`config.mk`:
```
export PLATFORM = sky130hd
export DESIGN_NAME = uart_link_sleep_handshake_unit
export DESIGN_NICKNAME = d
export VERILOG_FILES = /design/src/design/ulsh_pkg.sv /design/src/design/uart_link_sleep_handshake_unit.sv
export SDC_FILE = /design/constraint.sdc
export NUM_CORES = 1
export LEC_CHECK = 0
export BUFFER_PORTS_ARGS = -buffer_cell sky130_fd_sc_hd__buf_2
export CORE_ASPECT_RATIO = 0.9
export CORE_MARGIN = 4
export CORE_UTILIZATION = 48
export CTS_CLUSTER_DIAMETER = 150
export DETAILED_ROUTE_END_ITERATION = 8
export GPL_ROUTABILITY_DRIVEN = 1
export GPL_TIMING_DRIVEN = 0
export PLACE_DENSITY_LB_ADDON = 0.1
export SETUP_SLACK_MARGIN = 0.5
export SLEW_MARGIN = 20
export SYNTH_ARGS = -nofsm -noshare
export SYNTH_HDL_FRONTEND = slang
export SYNTH_SLANG_ARGS = --single-unit
```
`constraint.sdc`:
```
create_clock -name clock -period 2.3 [get_ports clock]
set_clock_uncertainty 0.2 [all_clocks]
set_input_delay 0.23 -clock clock [delete_from_list [all_inputs] [get_ports clock]]
set_output_delay 0.23 -clock clock [all_outputs]
set_load 0.02 [all_outputs]
```
`src/design/ulsh_pkg.sv`:
```
// Package for the UART link sleep handshake: word types, event codes and register map.
`default_nettype none

package ulsh_pkg;

   // Event codes carried in the request word
   typedef enum logic [2:0] {
      OP_TICK    = 3'd0,
      OP_DATA    = 3'd1,
      OP_PARTNER = 3'd2,
      OP_START   = 3'd3,
      OP_STOP    = 3'd4,
      OP_OPEN    = 3'd5
   } op_type;

   // Register port
   localparam int unsigned CSR_ADDR_W = 3;
   localparam int unsigned CSR_DATA_W = 32;
   localparam int unsigned TIMEOUT_W  = 16;
   // Register index is the word address bit, paddr[2]
   localparam logic        IDX_IDLE_TIMEOUT   = 1'b0;
   localparam logic [TIMEOUT_W-1:0] TIMEOUT_RESET = 16'd3000;

   typedef struct packed {
      op_type opcode;
      logic   partner_wake_level;
      logic   tx_fifo_empty;
      logic   uart_attached;
   } req_word_type;

   typedef struct packed {
      logic wake_out_level;
      logic uart_power_on;
      logic asleep_flag;
      logic protocol_active;
      logic timer_active;
   } rsp_word_type;

   // Link state kept between events
   typedef struct packed {
      logic                 proto_on;
      logic                 tx_seen;
      logic                 sleeping;
      logic                 wake_drive;
      logic                 uart_power;
      logic                 timer_running;
      logic [TIMEOUT_W-1:0] timer_count;
   } link_state_type;

endpackage

`default_nettype wire

```
`src/design/uart_link_sleep_handshake_unit.sv`:
```
// Top level of the UART link sleep handshake: input register, event logic, result register.
//
//  Channel   Direction  Handshake                     Word
//  req_      in         req_valid / req_stall         ulsh_pkg::req_word_type
//  rsp_      out        rsp_valid / rsp_stall         ulsh_pkg::rsp_word_type
//  csr       in/out     psel penable pwrite pready    idle_timeout_ticks at byte 0
//
// One event per clock sustained while rsp_stall is low. Each event passes the input
// register, then the state update and result register in the same cycle.
// Reset is synchronous and active high; the timeout register returns to 3000 ticks.
// A stalled result holds; the input register keeps taking one more word while the
// result waits, then req_stall rises until the result is taken.
`default_nettype none

module uart_link_sleep_handshake_unit (
   input  wire logic                                clock,
   input  wire logic                                reset,
   // event channel
   input  wire logic                                req_valid,
   output logic                                     req_stall,
   input  wire ulsh_pkg::req_word_type              req_data,
   // result channel
   output logic                                     rsp_valid,
   input  wire logic                                rsp_stall,
   output ulsh_pkg::rsp_word_type                   rsp_data,
   // register port
   input  wire logic                                psel,
   input  wire logic                                penable,
   input  wire logic                                pwrite,
   input  wire logic [ulsh_pkg::CSR_ADDR_W-1:0]     paddr,
   input  wire logic [ulsh_pkg::CSR_DATA_W-1:0]     pwdata,
   output logic [ulsh_pkg::CSR_DATA_W-1:0]          prdata,
   output logic                                     pready
);

   logic [ulsh_pkg::TIMEOUT_W-1:0] timeout_ff;
   logic                           s1_vld_ff;
   ulsh_pkg::req_word_type         s1_data_ff;
   logic                           rsp_vld_ff;
   ulsh_pkg::rsp_word_type         rsp_data_ff;
   ulsh_pkg::link_state_type       state_ff;
   ulsh_pkg::link_state_type       state_in;
   logic                           out_free;
   logic                           s1_go;
   logic                           s1_free;
   logic                           csr_wr;

   // Timer reload
   function automatic ulsh_pkg::link_state_type f_restart(
      input ulsh_pkg::link_state_type st,
      input logic [ulsh_pkg::TIMEOUT_W-1:0] tmo);
      ulsh_pkg::link_state_type r;
      r = st;
      r.timer_running = 1'b1;
      r.timer_count   = tmo;
      return r;
   endfunction

   // Wake the link, power change only with a port attached
   function automatic ulsh_pkg::link_state_type f_wakeup(
      input ulsh_pkg::link_state_type st,
      input logic partner, input logic attached,
      input logic [ulsh_pkg::TIMEOUT_W-1:0] tmo);
      ulsh_pkg::link_state_type r;
      r = st;
      if (st.sleeping) begin
         r = f_restart(r, tmo);
         r.wake_drive = 1'b0;
         r.sleeping   = 1'b0;
         if (attached) begin
            r.uart_power = 1'b1;
         end
      end else if (partner) begin
         r.wake_drive = 1'b0;
         r = f_restart(r, tmo);
      end
      return r;
   endfunction

   // Decide between sleep, timer reload and wakeup
   function automatic ulsh_pkg::link_state_type f_sleep_eval(
      input ulsh_pkg::link_state_type st,
      input logic partner, input logic fifo_empty, input logic attached,
      input logic [ulsh_pkg::TIMEOUT_W-1:0] tmo);
      ulsh_pkg::link_state_type r;
      r = st;
      if (st.wake_drive && partner && attached) begin
         if (!st.sleeping) begin
            if (fifo_empty) begin
               r.sleeping   = 1'b1;
               r.uart_power = 1'b0;
            end else begin
               r = f_restart(r, tmo);
            end
         end
      end else begin
         r = f_wakeup(st, partner, attached, tmo);
      end
      return r;
   endfunction

   // Handshake control
   assign out_free  = !rsp_vld_ff || !rsp_stall;
   assign s1_go     = s1_vld_ff && out_free;
   assign s1_free   = !s1_vld_ff || s1_go;
   assign req_stall = !s1_free;
   assign rsp_valid = rsp_vld_ff;
   assign rsp_data  = rsp_data_ff;

   // Register port
   assign pready = 1'b1;
   assign csr_wr = psel && penable && pwrite && pready
                   && (paddr[2] == ulsh_pkg::IDX_IDLE_TIMEOUT);
   always_comb begin
      prdata = '0;
      if (paddr[2] == ulsh_pkg::IDX_IDLE_TIMEOUT) begin
         prdata = {{(ulsh_pkg::CSR_DATA_W-ulsh_pkg::TIMEOUT_W){1'b0}}, timeout_ff};
      end
   end

   always_ff @(posedge clock) begin
      if (reset) begin
         timeout_ff <= ulsh_pkg::TIMEOUT_RESET;
      end else if (csr_wr) begin
         timeout_ff <= pwdata[ulsh_pkg::TIMEOUT_W-1:0];
      end
   end

   // Input register
   always_ff @(posedge clock) begin
      if (reset) begin
         s1_vld_ff <= 1'b0;
      end else if (s1_free) begin
         s1_vld_ff <= req_valid;
      end
   end

   always_ff @(posedge clock) begin
      if (s1_free && req_valid) begin
         s1_data_ff <= req_data;
      end
   end

   // Event logic
   always_comb begin
      state_in = state_ff;
      case (s1_data_ff.opcode)
         ulsh_pkg::OP_TICK: begin
            if (state_ff.timer_running) begin
               if (state_ff.timer_count <= ulsh_pkg::TIMEOUT_W'(1)) begin
                  state_in.timer_running = 1'b0;
                  state_in.timer_count   = '0;
                  if (!state_ff.tx_seen) begin
                     state_in.wake_drive = 1'b1;
                     state_in = f_sleep_eval(state_in, s1_data_ff.partner_wake_level,
                                             s1_data_ff.tx_fifo_empty,
                                             s1_data_ff.uart_attached, timeout_ff);
                  end else begin
                     state_in = f_restart(state_in, timeout_ff);
                  end
                  state_in.tx_seen = 1'b0;
               end else begin
                  state_in.timer_count = state_ff.timer_count - ulsh_pkg::TIMEOUT_W'(1);
               end
            end
         end
         ulsh_pkg::OP_DATA: begin
            if (state_ff.proto_on) begin
               state_in.tx_seen = 1'b1;
               if (state_ff.wake_drive) begin
                  state_in = f_wakeup(state_in, s1_data_ff.partner_wake_level,
                                      s1_data_ff.uart_attached, timeout_ff);
               end
            end
         end
         ulsh_pkg::OP_PARTNER: begin
            if (state_ff.proto_on) begin
               state_in = f_sleep_eval(state_ff, s1_data_ff.partner_wake_level,
                                       s1_data_ff.tx_fifo_empty,
                                       s1_data_ff.uart_attached, timeout_ff);
            end
         end
         ulsh_pkg::OP_START: begin
            if (!state_ff.proto_on) begin
               state_in = f_restart(state_ff, timeout_ff);
               state_in.wake_drive = 1'b1;
               state_in.proto_on   = 1'b1;
            end
         end
         ulsh_pkg::OP_STOP: begin
            if (state_ff.proto_on) begin
               state_in.wake_drive    = 1'b0;
               state_in.timer_running = 1'b0;
               state_in.timer_count   = '0;
               state_in.proto_on      = 1'b0;
               if (state_ff.sleeping) begin
                  state_in.sleeping = 1'b0;
                  if (s1_data_ff.uart_attached) begin
                     state_in.uart_power = 1'b1;
                  end
               end
            end
         end
         ulsh_pkg::OP_OPEN: begin
            if (state_ff.proto_on && s1_data_ff.uart_attached) begin
               state_in.uart_power = 1'b1;
            end
         end
         default: begin
            state_in = state_ff;
         end
      endcase
   end

   // Link state
   always_ff @(posedge clock) begin
      if (reset) begin
         state_ff.proto_on      <= 1'b0;
         state_ff.tx_seen       <= 1'b0;
         state_ff.sleeping      <= 1'b0;
         state_ff.wake_drive    <= 1'b1;
         state_ff.uart_power    <= 1'b1;
         state_ff.timer_running <= 1'b0;
         state_ff.timer_count   <= '0;
      end else if (s1_go) begin
         state_ff <= state_in;
      end
   end

   // Result register
   always_ff @(posedge clock) begin
      if (reset) begin
         rsp_vld_ff <= 1'b0;
      end else if (s1_go) begin
         rsp_vld_ff <= 1'b1;
      end else if (!rsp_stall) begin
         rsp_vld_ff <= 1'b0;
      end
   end

   always_ff @(posedge clock) begin
      if (s1_go) begin
         rsp_data_ff.wake_out_level  <= state_in.wake_drive;
         rsp_data_ff.uart_power_on   <= state_in.uart_power;
         rsp_data_ff.asleep_flag     <= state_in.sleeping;
         rsp_data_ff.protocol_active <= state_in.proto_on;
         rsp_data_ff.timer_active    <= state_in.timer_running;
      end
   end

   // Checks
   a_s1_hold: assert property (@(posedge clock) disable iff (reset)
      s1_vld_ff && !s1_go |=> s1_vld_ff)
      else $error("input word dropped while result stage blocked");

   a_sleep_needs_proto: assert property (@(posedge clock) disable iff (reset)
      state_ff.sleeping |-> state_ff.proto_on)
      else $error("asleep with protocol off");

   a_idle_timer_zero: assert property (@(posedge clock) disable iff (reset)
      !state_ff.timer_running |-> state_ff.timer_count == '0)
      else $error("stopped timer holds a count");

   a_rsp_from_s1: assert property (@(posedge clock) disable iff (reset)
      $rose(rsp_vld_ff) |-> $past(s1_go))
      else $error("result raised without an input word");

endmodule

`default_nettype wire
```
## Word level (Yosys, flattened, before mapping)

Cells that the tools add are included.

- Muxes and demuxes: 34
- $add $sub $neg: 1
- $lt $le $gt $ge: 1
- Equal/unequal tests: 17
- Bitwise gates (word level): 3
- Reduce and logical (&&, ||, !) cells: 20

Operator list:

| operator | count |
|---|---|
| 19-bit 2-to-1 mux | 7 |
| 20-bit 2-to-1 mux | 6 |
| 17-bit case mux with 5 select lines | 1 |
| 22-bit 2-to-1 mux | 3 |
| 17-bit 2-to-1 mux | 2 |
| 16-bit 2-to-1 mux | 2 |
| 21-bit 2-to-1 mux | 1 |
| 16-bit by 1-bit <= comparator with 1-bit output, second input constant | 1 |
| 16-bit by 1-bit subtractor with 16-bit output, second input constant | 1 |
| 2-bit != test, second input constant | 7 |
| 12-bit AND reduction | 1 |
| 2-bit case mux with 5 select lines | 1 |
| 1-bit logical AND | 9 |
| 3-bit != test, second input constant | 3 |
| 1-bit 2-to-1 mux | 7 |
| 7-bit AND reduction | 1 |
| 3-bit by 2-bit == test with 1-bit output, second input constant | 2 |
| 3-bit == test, second input constant | 2 |
| 1-bit case mux with 6 select lines | 1 |
| 5-bit 2-to-1 mux | 1 |
| 1-bit case mux with 5 select lines | 1 |
| 5-bit nonzero test | 1 |
| 1-bit zero test | 4 |
| 4-bit != test, second input constant | 1 |
| other kinds (7) | 10 |

- Word-level logic and storage cells: 95
- Bits of input ports: 48
- Output and inout bits: 40
- Register bits after elaboration: 51

## Longest topological paths before layout

Gate-level depths: netlist of the first run.

- Depth in word-level cells: 7
- Gate-level depth with buffers: 9

## Least setup slack after synthesis of the first run

No wires, ideal clock.

- Path kind: flip-flop to flip-flop
- Start point: register state_ff[0] (netlist bit)
- End point: register state_ff[10] (netlist bit)
- Arrival: 1877 ps
- Setup time: 132 ps
- Period minus slack after synthesis: 2209 ps
- Cell stages (with the launch flop): 10
- Path slack: 91 ps
- Path through: dfxtp_1 inv_1 ha_1 or3b_1 clkbuf_1 nor3_1 nand2_1 xnor2_1 a221oi_1 nor3_1

- Cells in the longest elaborated chain, start to end: 4
- Elaborated cells on any way between the ends: 5
- Those cells by class: 1 x add/sub; 1 x order compare; 3 x mux

RTL lines:

| what | RTL line | RTL |
|---|---|---|
| from (decl) | uart_link_sleep_handshake_unit.sv:41 | `ulsh_pkg::link_state_type state_ff;` |
| from (signal assigned) | uart_link_sleep_handshake_unit.sv:226 | `state_ff <= state_in;` |
| 16-bit by 1-bit subtractor with 16-bit output or 16-bit by 1-bit <= comparator with 1-bit output (tied branches) | uart_link_sleep_handshake_unit.sv:163, uart_link_sleep_handshake_unit.sv:150 |  |
| 16-bit 2-to-1 mux (*) | uart_link_sleep_handshake_unit.sv:150 | `if (state_ff.timer_count <= ulsh_pkg::TIMEOUT_W'(1)) begin` |
| 21-bit 2-to-1 mux (*) | uart_link_sleep_handshake_unit.sv:149 | `if (state_ff.timer_running) begin` |
| 17-bit case mux with 5 select lines (*) | uart_link_sleep_handshake_unit.sv:147 | `case (s1_data_ff.opcode)` |

Every way passes the cells marked *; elsewhere a longest branch is shown, timed or not. The select of a mux whose other input is x is not followed.
A chain may end at the register's enable or synchronous reset.

## Worst setup path after layout of the first run

- Start point: register s1_data_ff[0] (netlist bit)
- End point: register state_ff[12] (netlist bit)

- Cells in the longest elaborated chain, start to end: 6
- Elaborated cells on any way between the ends: 13
- Those cells by class: 3 x eq/ne; 7 x mux; 3 x reduce/logical

RTL lines:

| what | RTL line | RTL |
|---|---|---|
| from (decl) | uart_link_sleep_handshake_unit.sv:38 | `ulsh_pkg::req_word_type s1_data_ff;` |
| from (signal assigned) | uart_link_sleep_handshake_unit.sv:140 | `s1_data_ff <= req_data;` |
| 1-bit logical AND | uart_link_sleep_handshake_unit.sv:87 | `if (st.wake_drive && partner && attached) begin` |
| 20-bit 2-to-1 mux | uart_link_sleep_handshake_unit.sv:87 |  |
| 20-bit 2-to-1 mux | uart_link_sleep_handshake_unit.sv:153 | `if (!state_ff.tx_seen) begin` |
| 16-bit 2-to-1 mux | uart_link_sleep_handshake_unit.sv:150 |  |
| 21-bit 2-to-1 mux | uart_link_sleep_handshake_unit.sv:149 |  |
| 17-bit case mux with 5 select lines | uart_link_sleep_handshake_unit.sv:147 |  |

Parallel ways exist; a longest one is shown, timed or not. The select of a mux whose other input is x is not followed.

==> results of run 1 <==
-- metrics by stage --
stage / cells / utilization, % / instance area [µm²] / power (mW) / setup slack [ps]
after global placement: 558 / 60.8 / 3820 / 1.51 / 57.5
after detailed placement: 558 / 60.8 / 3820 / 1.51 / 34.5
after floorplan: 420 / - / 3450 / 1.39 / 202
after CTS: 608 / 70.3 / 4420 / 2.22 / 127
after global routing: 616 / 74.8 / 4700 / 2.38 / -12.5
final: 616 / 74.8 / 4700 / 2.29 / 95.0
-- flip-flops by register name, indices dropped and copies added, names as in the netlist --
register	flops
state_ff	22
s1_data_ff	6
rsp_data	5
rsp_valid	1
s1_vld_ff	1
timeout_ff	16
-- cells by family (layout without fill, tap and decap cells) --
family / Yosys count / count (layout)
flops: 51 / 51
fa+ha+maj: 2 / 2
xor+xnor: 7 / 7
buf+inv: 50 / 159
simple gates: 190 / 190
other cells: 2 / 17
compound gates: 101 / 101
mux: 2 / 2
-- Yosys cell counts (3+ instances only) --
cell,count,share of area [%]
a211oi_1,9,2.1
a21o_1,3,0.71
a21oi_1,33,5.2
a221oi_1,8,2.2
buf_4,17,4.0
clkbuf_1,23,2.7
dfxtp_1,40,25
edfxtp_1,11,10
inv_1,6,0.71
nand2_1,59,7.0
nand2b_1,6,1.2
nand3_1,13,2.1
nor2_1,35,4.1
nor2b_1,22,4.3
nor3_1,23,3.6
nor4_1,4,0.79
o21ai_0,10,1.6
o21ai_1,3,0.47
o22ai_1,3,0.59
o31ai_1,5,1.2
or3_1,3,0.59
or4_1,3,0.71
xor2_1,6,1.7
-- worst paths after layout --
| check | cells past startpoint | end | slack (ps) |
|---|---|---|---|
| min | 4 | s1_vld_ff$_SDFFE_PP0N_ | 150 |
| max reg2reg | 8 | state_ff[12]$_SDFFE_PP0P_ | 100 |
| max | 8 | state_ff[12]$_SDFFE_PP0P_ | 100 |
| min reg2reg | 2 | timeout_ff[7]$_SDFFE_PP1P_ | 310 |
-- metal layers --
layer	global-route usage (%)	vias to the layer above	part of all wire, %
met3	5.32	22	9.9
met5	0	-	0
met2	40.0	214	45
met1	35.3	1648	43
met4	4.59	0	1.8
li1	-	1677	-
-- power by group --
group	total (mW)	switching, mW	internal (mW)
sequential	0.992	0.0408	0.951
clock	0.630	0.316	0.315
combinational	0.670	0.372	0.298
total	2.29	0.728	1.56
-- final cells by class --
class,count,area (µm²),share of cell area (%)
buffer,44,363,7.72
inverter,6,22.5,0.479
sequential,51,1140,24.2
timing repair buffer,101,716,15.2
multi-input combinational,319,2230,47.5
tap,87,109,2.32
clock inverter,1,8.76,0.186
clock buffer,7,108,2.29
-- timing repair --
action	CTS	global route
buffers inserted	17	7
endpoints found under the setup margin	25	27
gates resized for setup	24	56
cloned	1	1
pin swaps	23	14
hold buffers	24	0
endpoints found under the hold margin	24	0
-- cells in the final DEF, fill, tap and decap left out, types with 6 or more instances in the layout --
cell           count
buf_2             51
edfxtp_1          11
nor3_1            18
clkbuf_8          10
clkbuf_1           9
nand2_1           59
a21oi_1           29
dfxtp_1           33
nor2b_1           20
a221oi_2           7
nand3_1           13
nor2_1            31
dfxtp_2            7
xor2_1             6
buf_4             40
conb_1            17
dlygate4sd3_1     24
-- critical path, delay by kind of cell (launching register included) --
family | cells | cell delay [ps]
AND/OR/NAND/NOR | 1 | 80
flip-flops | 1 | 370
AO/OA/AOI/OAI | 5 | 1090
buffers and inverters | 2 | 330
==> qor.csv, run 1 <==
metric;value;unit
status;finished, final reports clean;
grt_first_pass_wirelength;16.1;mm
synth_xor_area_share;1.93;%
synth_edf_count;11;
grt_overflow;0;
antenna_left;0;
dieArea;7980;µm²
fin_setup_tns;0;ps
reg2reg_from;s1_data_ff[0]$_DFFE_PP_;
synth_compound_area_share;21.7;%
synthMuxAreaShare;0.670;%
critical_path_class;flop to flop;
slowest_stage;edfxtp_1;
first_pass_iters;5;
path_clk_slew;100;ps
syn_inst;405;
numClockSinks;51;
setup-violations-final;0;
worstMarginPinSlew;751;ps
rows;27;
rsz0062_at_grt;true;
hold_ws;147;ps
syn_to_final_growth;48.1;%
min_from;rsp_stall;
max_clock_freq;454;MHz
wl_per_cell;17.2;µm
syn_area;3170;µm²
yosys_warnings;0;
yosys_most_used_dff;dfxtp_1;
cp_max_fo;9;
portBuffers;51;
crit_chain;clkbuf_8 -> o211a_1 -> o22ai_2 -> a211oi_4 -> o21ai_2 -> buf_6 -> a221oi_4 -> nor3_1;
start_util;50.5;%
period_needed;2200;ps
clock_latency;320;ps
async_reset_ff_share;0;%
cts_root_buf;clkbuf_8;
irDropWorstVdd;272;µV
htreeDepth;2;
fill_cells;444;
dp.final_hpwl;6.59;mm
synth_fa_ha_area_share;0.789;%
drtIter0Drc;468;
vias;3561;
die_width;93.7;µm
end_kind;flop;
hold_viol;0;
cts_tree;done;
coreArea;6280;µm²
drt_wl_total;10.6;mm
synthSimpleGateAreaFrac;30.8;%
grtUsageTotal;25.1;%
grt_max_degree;17;
clockBufferDepth;2;
ys_ff_latch;51;
synth_top_family_by_area;simple AND/OR/NAND/NOR gates;
slew_headroom;50.0;%
gp_congestion;0.928;
io_pins;88;
worstSetupStartpointType;flop;
num_antenna_cells;0;
fin_crit_sh;95.9;%
synth.avg_cell_area;7.83;µm²
hold_path_class;input port to flop;
first_global_vias;3233;
cpPeakStageDelay;370;ps
startpoint;s1_data_ff[0]$_DFFE_PP_;
avgViaCountPerCell;5.78;
cap_violations;0;
layout-drive-gt1-share;37.1;%
crit_required;2280;ps
arrival;2190;ps
seq_area_frac_synth;35.6;%
powerDensity;488;nW/µm²
drc_errors;0;
yosysUniqueCellTypes;68;
antenna_found_initial;0;
nets;578;
die_height;85.1;µm
leakage;1.98;nW
finalMaxSlewViolations;0;
cts_buffers;5;
(Power assumes the default switching activity.)
==> run 2, diff against run 1 <==
Settings changed: CORE_ASPECT_RATIO 0.9 to 0.6, PLACE_DENSITY_LB_ADDON 0.1 to 0.2.
==> run 2 against run 1 <==
Net effect: worst setup slack got worse by 31 ps; routed wire length up 4.0%; combinational power is 2% higher; cell count is 0.32% higher; critical endpoint is now state_ff[15]$_SDFFE_PP0P_; largest power group unchanged; highest routed layer unchanged.
==> qor.csv, run 2 (synthesis results as in run 1) <==
metric;value;unit;change
status;finished, final reports clean;;
drtIter0Drc;374;;-20%
cp_max_fo;7;;-2
portBuffers;51;;unchanged
slowest_stage;dfxtp_4;;
avgViaCountPerCell;5.80;;+0.26%
top_regs;state_ff x22, timeout_ff x16, s1_data_ff x6;;
hold_viol;0;;unchanged
dp.final_hpwl;7.04;mm;+6.8%
cap_violations;0;;unchanged
crit_required;2320;ps;+40 ps
leakage;1.97;nW;-0.39%
antenna_left;0;;unchanged
clockBufferDepth;2;;unchanged
setup-violations-final;0;;unchanged
worst_r2r_endpoint;state_ff[15]$_SDFFE_PP0P_;;
gp_congestion;0.963;;+3.8%
final_cell_mix;57 x nand2_1, 54 x buf_2, 41 x buf_4;;
hold_path_class;input port to flop;;
grt_overflow;0;;unchanged
crit_chain;nor4_4 -> buf_4 -> nand4_1 -> buf_6 -> or3_1 -> o22ai_2 -> a211oi_2 -> nor4_1;;
slew_headroom;54.3;%;+4.4 points
largest_reg_flops;22;;unchanged
placed_cell_area;3810;µm²;about the same
io_pins;88;;unchanged
dieArea;8020;µm²;+0.51%
rsz0062_at_grt;true;;
utilization;75.0;%;+0.20 points
nets;583;;+0.87%
die_width;113;µm;+21%
fin_crit_sh;97.2;%;+1.3 points
crit_path_end;state_ff[15]$_SDFFE_PP0P_;;
antenna_found_initial;0;;unchanged
end_kind;flop;;
worstMarginPinSlew;685;ps;-65.5 ps
reg2reg_from;state_ff[9]$_SDFFE_PP0P_;;
period_needed;2240;ps;+30.6 ps
powerDensity;470;nW/µm²;-3.5%
coreArea;6250;µm²;-0.56%
cpPeakStageDelay;370;ps;about the same
grtUsageTotal;26.6;%;+1.6 points
vias;3582;;+0.59%
cts_tree;done;;
drt_wl_total;11.0;mm;+4.0%
regArea;1140;µm²;+0.33%
finalMaxSlewViolations;0;;unchanged
rows;22;;-19%
ff2ff_path_depth;8;;unchanged
grt_max_degree;15;;-2
start_util;50.8;%;+0.28 points
grt_first_pass_wirelength;17.0;mm;+6.0%
drc_errors;0;;unchanged
worstSetupStartpointType;flop;;
irDropWorstVdd;259;µV;-4.7%
layout-drive-gt1-share;35.6;%;-1.5 points
cts_buffers;5;;unchanged
arrival;2250;ps;+60 ps
cts_root_buf;clkbuf_8;;
startpoint;state_ff[9]$_SDFFE_PP0P_;;
wl_per_cell;17.9;µm;+3.6%
r2r_slack;60;ps;-30 ps
die_height;71.0;µm;-17%
htreeDepth;2;;unchanged
syn_to_final_growth;47.7;%;
design_area;4690;µm²;-0.29%
critical_path_class;flop to flop;;
clock_latency;300;ps;-20 ps
fin_setup_tns;0;ps;unchanged
num_antenna_cells;0;;unchanged
layout_commonest_cell;nand2_1;;
numClockSinks;51;;unchanged
multi_input_area;2190;µm²;-1.8%
fill_cells;439;;-1.1%
first_pass_iters;5;;unchanged
largest-register;state_ff;;
path_clk_slew;90;ps;about the same
max_clock_freq;447;MHz;-1.4%
first_global_vias;3380;;+4.5%
## run 2: cell count changes in the layout (fill, tap and decap cells not counted), moves of 3 or more
cell / before / now
o21ai_0: 4 / 8
buf_12: 0 / 3
clkbuf_8: 10 / 15
buf_2: 51 / 54
buf_8: 5 / 1
a221oi_2: 7 / 4
## run 2: power breakdown
group	switching, mW	internal [mW]	leakage [nW]	total (mW)
Sequential	0.0390	0.950	0.434	0.989
Combinational	0.380	0.305	1.49	0.685
Clock	0.289	0.242	0.0459	0.530
Total	0.707	1.50	1.97	2.20
## run 2: per-layer routing
metal / track usage (%) / routed length, µm / vias up
met5: 0 / 0 / -
met4: 4.80 / 135 / 0
met3: 8.38 / 1430 / 19
met2: 39.5 / 4680 / 244
met1: 38.4 / 4800 / 1634
li1: - / - / 1685
## run 2: repair_timing
| item | in CTS | in global routing |
|---|---|---|
| endpoints found under the hold margin | 24 | 0 |
| setup buffers | 23 | 5 |
| endpoints found under the setup margin | 25 | 27 |
| pin swaps | 17 | 18 |
| gates resized for setup | 35 | 29 |
| hold buffers | 24 | 0 |
| gates cloned | 3 | 0 |
## run 2: stage by stage
step	hold WS [ps]	power [mW]	worst slack, ps	cells
after global placement	206	1.51	13.7	555
after global routing	233	2.29	1.17	618
final	184	2.20	64.4	618
after CTS	166	2.14	128	613
after floorplan	129	1.39	202	420
after detailed placement	208	1.52	22.4	555
## run 2: worst max-delay path, delay by kind of cell, from the launching register on
kind	cells	cell delay, ps
buf+inv	2	340
compound gates	2	230
flops	1	370
simple gates	4	1010
## run 2: area by class of cell
class | instances | area share [%]
multi-input cells | 319 | 46.8
flip-flops and latches | 51 | 24.4
inverters | 6 | 0.481
repair buffers | 106 | 16.5
well taps | 84 | 2.24
plain buffers | 44 | 7.63
clock buffers | 7 | 1.84
clock inverters | 1 | 0.0801
## run 2: worst min path at each step
stage | end | slack, ps | cells after the start | from
2_1_floorplan | s1_data_ff[0]$_DFFE_PP_ | 130 | 0 | req_data[0]
3_3_place_gp | s1_data_ff[3]$_DFFE_PP_ | 210 | 1 | req_data[3]
3_5_place_dp | s1_data_ff[2]$_DFFE_PP_ | 210 | 1 | req_data[2]
4_1_cts | s1_vld_ff$_SDFFE_PP0N_ | 170 | 4 | rsp_stall
5_1_grt | s1_vld_ff$_SDFFE_PP0N_ | 230 | 4 | rsp_stall
6_report | s1_vld_ff$_SDFFE_PP0N_ | 180 | 4 | rsp_stall
==> run 3, diff against run 2 <==
Settings changed: ABC_AREA set to 1, MAX_ROUTING_LAYER set to met4.
==> run 3 against run 2 <==
Net effect: routed wire length decreased by 8.6%; synthesized cell count increased by 26%; sequential share of layout area increased by 0.53 points; non-clock buffer count decreased by 31; first-iteration DRC count decreased by 13%; global-route usage decreased by 2.9 points; core utilization decreased by 6.8 points; via count increased by 1.7%; cell count increased by 15%.
==> qor.csv, run 3 <==
metric;value;unit;change
worstSetupStartpointType;flop;;
drc_errors;0;;unchanged
yosysMostFrequentCell;nand2_1;;
fin_ws;291;ps;+227 ps
cts_buffers;5;;unchanged
fin_setup_tns;0;ps;unchanged
yosys_warnings;0;;unchanged
first_global_vias;3152;;-6.7%
cpPeakStageDelay;530;ps;+160 ps
min_from;req_valid;;
startpoint;s1_data_ff[3]$_DFFE_PP_;;
fin_crit_sh;87.3;%;-9.9 points
layout-drive-gt1-share;31.7;%;-3.9 points
regArea;1130;µm²;-0.77%
cpMostUsedCell;buf_6;;
cts_tree;done;;
slowest_stage;edfxtp_1;;
multi_input_area;2020;µm²;-7.9%
top_regs;state_ff x22, timeout_ff x16, s1_data_ff x6;;
cp.buffers_inverters;4;;+2
synth.avg_cell_area;6.48;µm²;-17%
synth_edf_count;11;;unchanged
r2r_slack;290;ps;+230 ps
start_util;49.7;%;-1.1 points
synth_area_leaders;dfxtp_1 24%, nand2_1 14%, edfxtp_1 10%;;
clockBufferDepth;2;;unchanged
seq_area_frac_synth;34.1;%;-1.5 points
yosys.area.top_type_share;24.1;%;-1.1 points
clock_latency;290;ps;about the same
cp_top_family;buffers and inverters;;
path_clk_slew;70;ps;-20 ps
htreeDepth;2;;unchanged
setup-violations-final;0;;unchanged
status;finished, final reports clean;;
drt_wl_total;10.1;mm;-8.6%
finalMaxSlewViolations;0;;unchanged
arrival;2000;ps;-250 ps
end_kind;flop;;
async_reset_ff_share;0;%;unchanged
nets;674;;+16%
fill_cells;566;;+29%
reg2reg_from;s1_data_ff[3]$_DFFE_PP_;;
coreArea;6680;µm²;+6.8%
leakage;2.27;nW;+15%
drtIter0Drc;327;;-13%
post-place-ws;180;ps;+158 ps
antenna_found_initial;0;;unchanged
grtUsageTotal;23.8;%;-2.9 points
final_cell_mix;100 x nand2_1, 70 x inv_1, 55 x nor2_1;;
cp_max_fo;8;;+1
hold_path_class;input port to flop;;
worstMarginPinSlew;562;ps;-123 ps
hold_ws;9.78;ps;-174 ps
powerDensity;560;nW/µm²;+19%
grt_max_degree;17;;+2
wl_per_cell;14.2;µm;-21%
antenna_left;0;;unchanged
period_needed;2010;ps;-227 ps
rows;23;;+4.5%
die_width;115;µm;+2.1%
irDropWorstVdd;328;µV;+27%
crit_required;2290;ps;-30 ps
dieArea;8350;µm²;+4.1%
cts_root_buf;clkbuf_16;;
yosysUniqueCellTypes;40;;-41%
avgViaCountPerCell;5.12;;-12%
critical_path_class;flop to flop;;
synth_top_area_cell;dfxtp_1;;
vias;3643;;+1.7%
syn_inst;512;;+26%
numClockSinks;51;;unchanged
largest-register;state_ff;;
hold_viol;0;;unchanged
num_antenna_cells;0;;unchanged
slew_headroom;62.6;%;+8.2 points
syn_to_final_growth;37.2;%;
grt_overflow;0;;unchanged
crit_chain;buf_6 -> nor3_4 -> buf_6 -> o21ai_4 -> nand3_4 -> clkbuf_16 -> a21oi_2 -> nand2_1 -> inv_1;;
largest_reg_flops;22;;unchanged
ys_ff_latch;51;;unchanged
die_height;72.4;µm;+2.0%
dp.final_hpwl;7.06;mm;+0.21%
max_clock_freq;498;MHz;+11%
io_pins;88;;unchanged
syn_area;3320;µm²;+4.5%
portBuffers;51;;unchanged
gp_congestion;0.933;;-3.1%
layout_commonest_cell;nand2_1;;
rsz0062_at_grt;true;;
grt_first_pass_wirelength;15.3;mm;-10%
first_pass_iters;5;;unchanged
yosys_most_used_dff;dfxtp_1;;
cap_violations;0;;unchanged
synth_common_cells;120 x nand2_1, 73 x inv_1, 71 x nor2_1;;
run 3: changes by cell type after synthesis, sizes merged, moves of 18 or more:
cell	previous run	this run
nor2b	22	0
nor2	36	78
a21oi	33	51
inv	6	78
o21ai	13	43
nor3	24	3
nand2	59	126
run 3: final cells by class:
| type | count | share of cell area, % |
|---|---|---|
| Buffer | 30 | 4.78 |
| Clock buffer | 5 | 2.75 |
| Clock inverter | 3 | 0.385 |
| Inverter | 79 | 6.62 |
| Multi-Input combinational cell | 368 | 44.4 |
| Sequential cell | 51 | 24.9 |
| Tap cell | 87 | 2.39 |
| Timing Repair Buffer | 89 | 13.8 |
run 3: metrics by stage:
step           instances  area, µm²  utilization, %  total power, mW
3_5_place_dp         665       3760            56.3             1.63
6_report             712       4550            68.2             2.55
3_3_place_gp         665       3760            56.3             1.62
5_1_grt              712       4550            68.2             2.67
4_1_cts              701       4210            63.1             2.45
2_1_floorplan        527       3390               -             1.47
run 3: power breakdown:
group	switching (mW)	total (mW)	internal (mW)	leakage (nW)
Sequential	0.0410	1.00	0.964	0.433
Clock	0.342	0.744	0.402	0.0716
Combinational	0.498	0.801	0.303	1.77
run 3: cell families after synthesis:
logic type / share of synthesized area [%]
and+or+nand+nor: 31.5
AOI/OAI and AO/OA: 17.7
other: 0.226
buffers and inverters: 15.2
adders and majority gates: 0.754
xor gates and xnor gates: 0.528
DFF: 34.1
run 3: final timing paths:
| kind | cells past startpoint | to |
|---|---|---|
| max | 9 | state_ff[15]$_SDFFE_PP0P_ |
| min | 3 | s1_vld_ff$_SDFFE_PP0N_ |
| max reg2reg | 9 | state_ff[15]$_SDFFE_PP0P_ |
| min reg2reg | 2 | state_ff[1]$_SDFFE_PP0P_ |
run 3: worst min-delay path, cell delays in order:
cell     delay [ps]
buf_2            90
nand2_1          70
a21oi_1          60
run 3: metal layers:
layer	GRT usage, %	wire (µm)
met5	-	0
met4	3.91	94
met3	6.25	1190
met2	30.8	3930
met1	36.7	4880
run 3: repair_timing:
item,in CTS,in global routing
resized for setup,21,68
gates cloned,0,3
setup endpoints to repair,25,25
hold buffers,13,0
pin swaps,11,15
buffers inserted,15,8
endpoints found under the hold margin,13,0
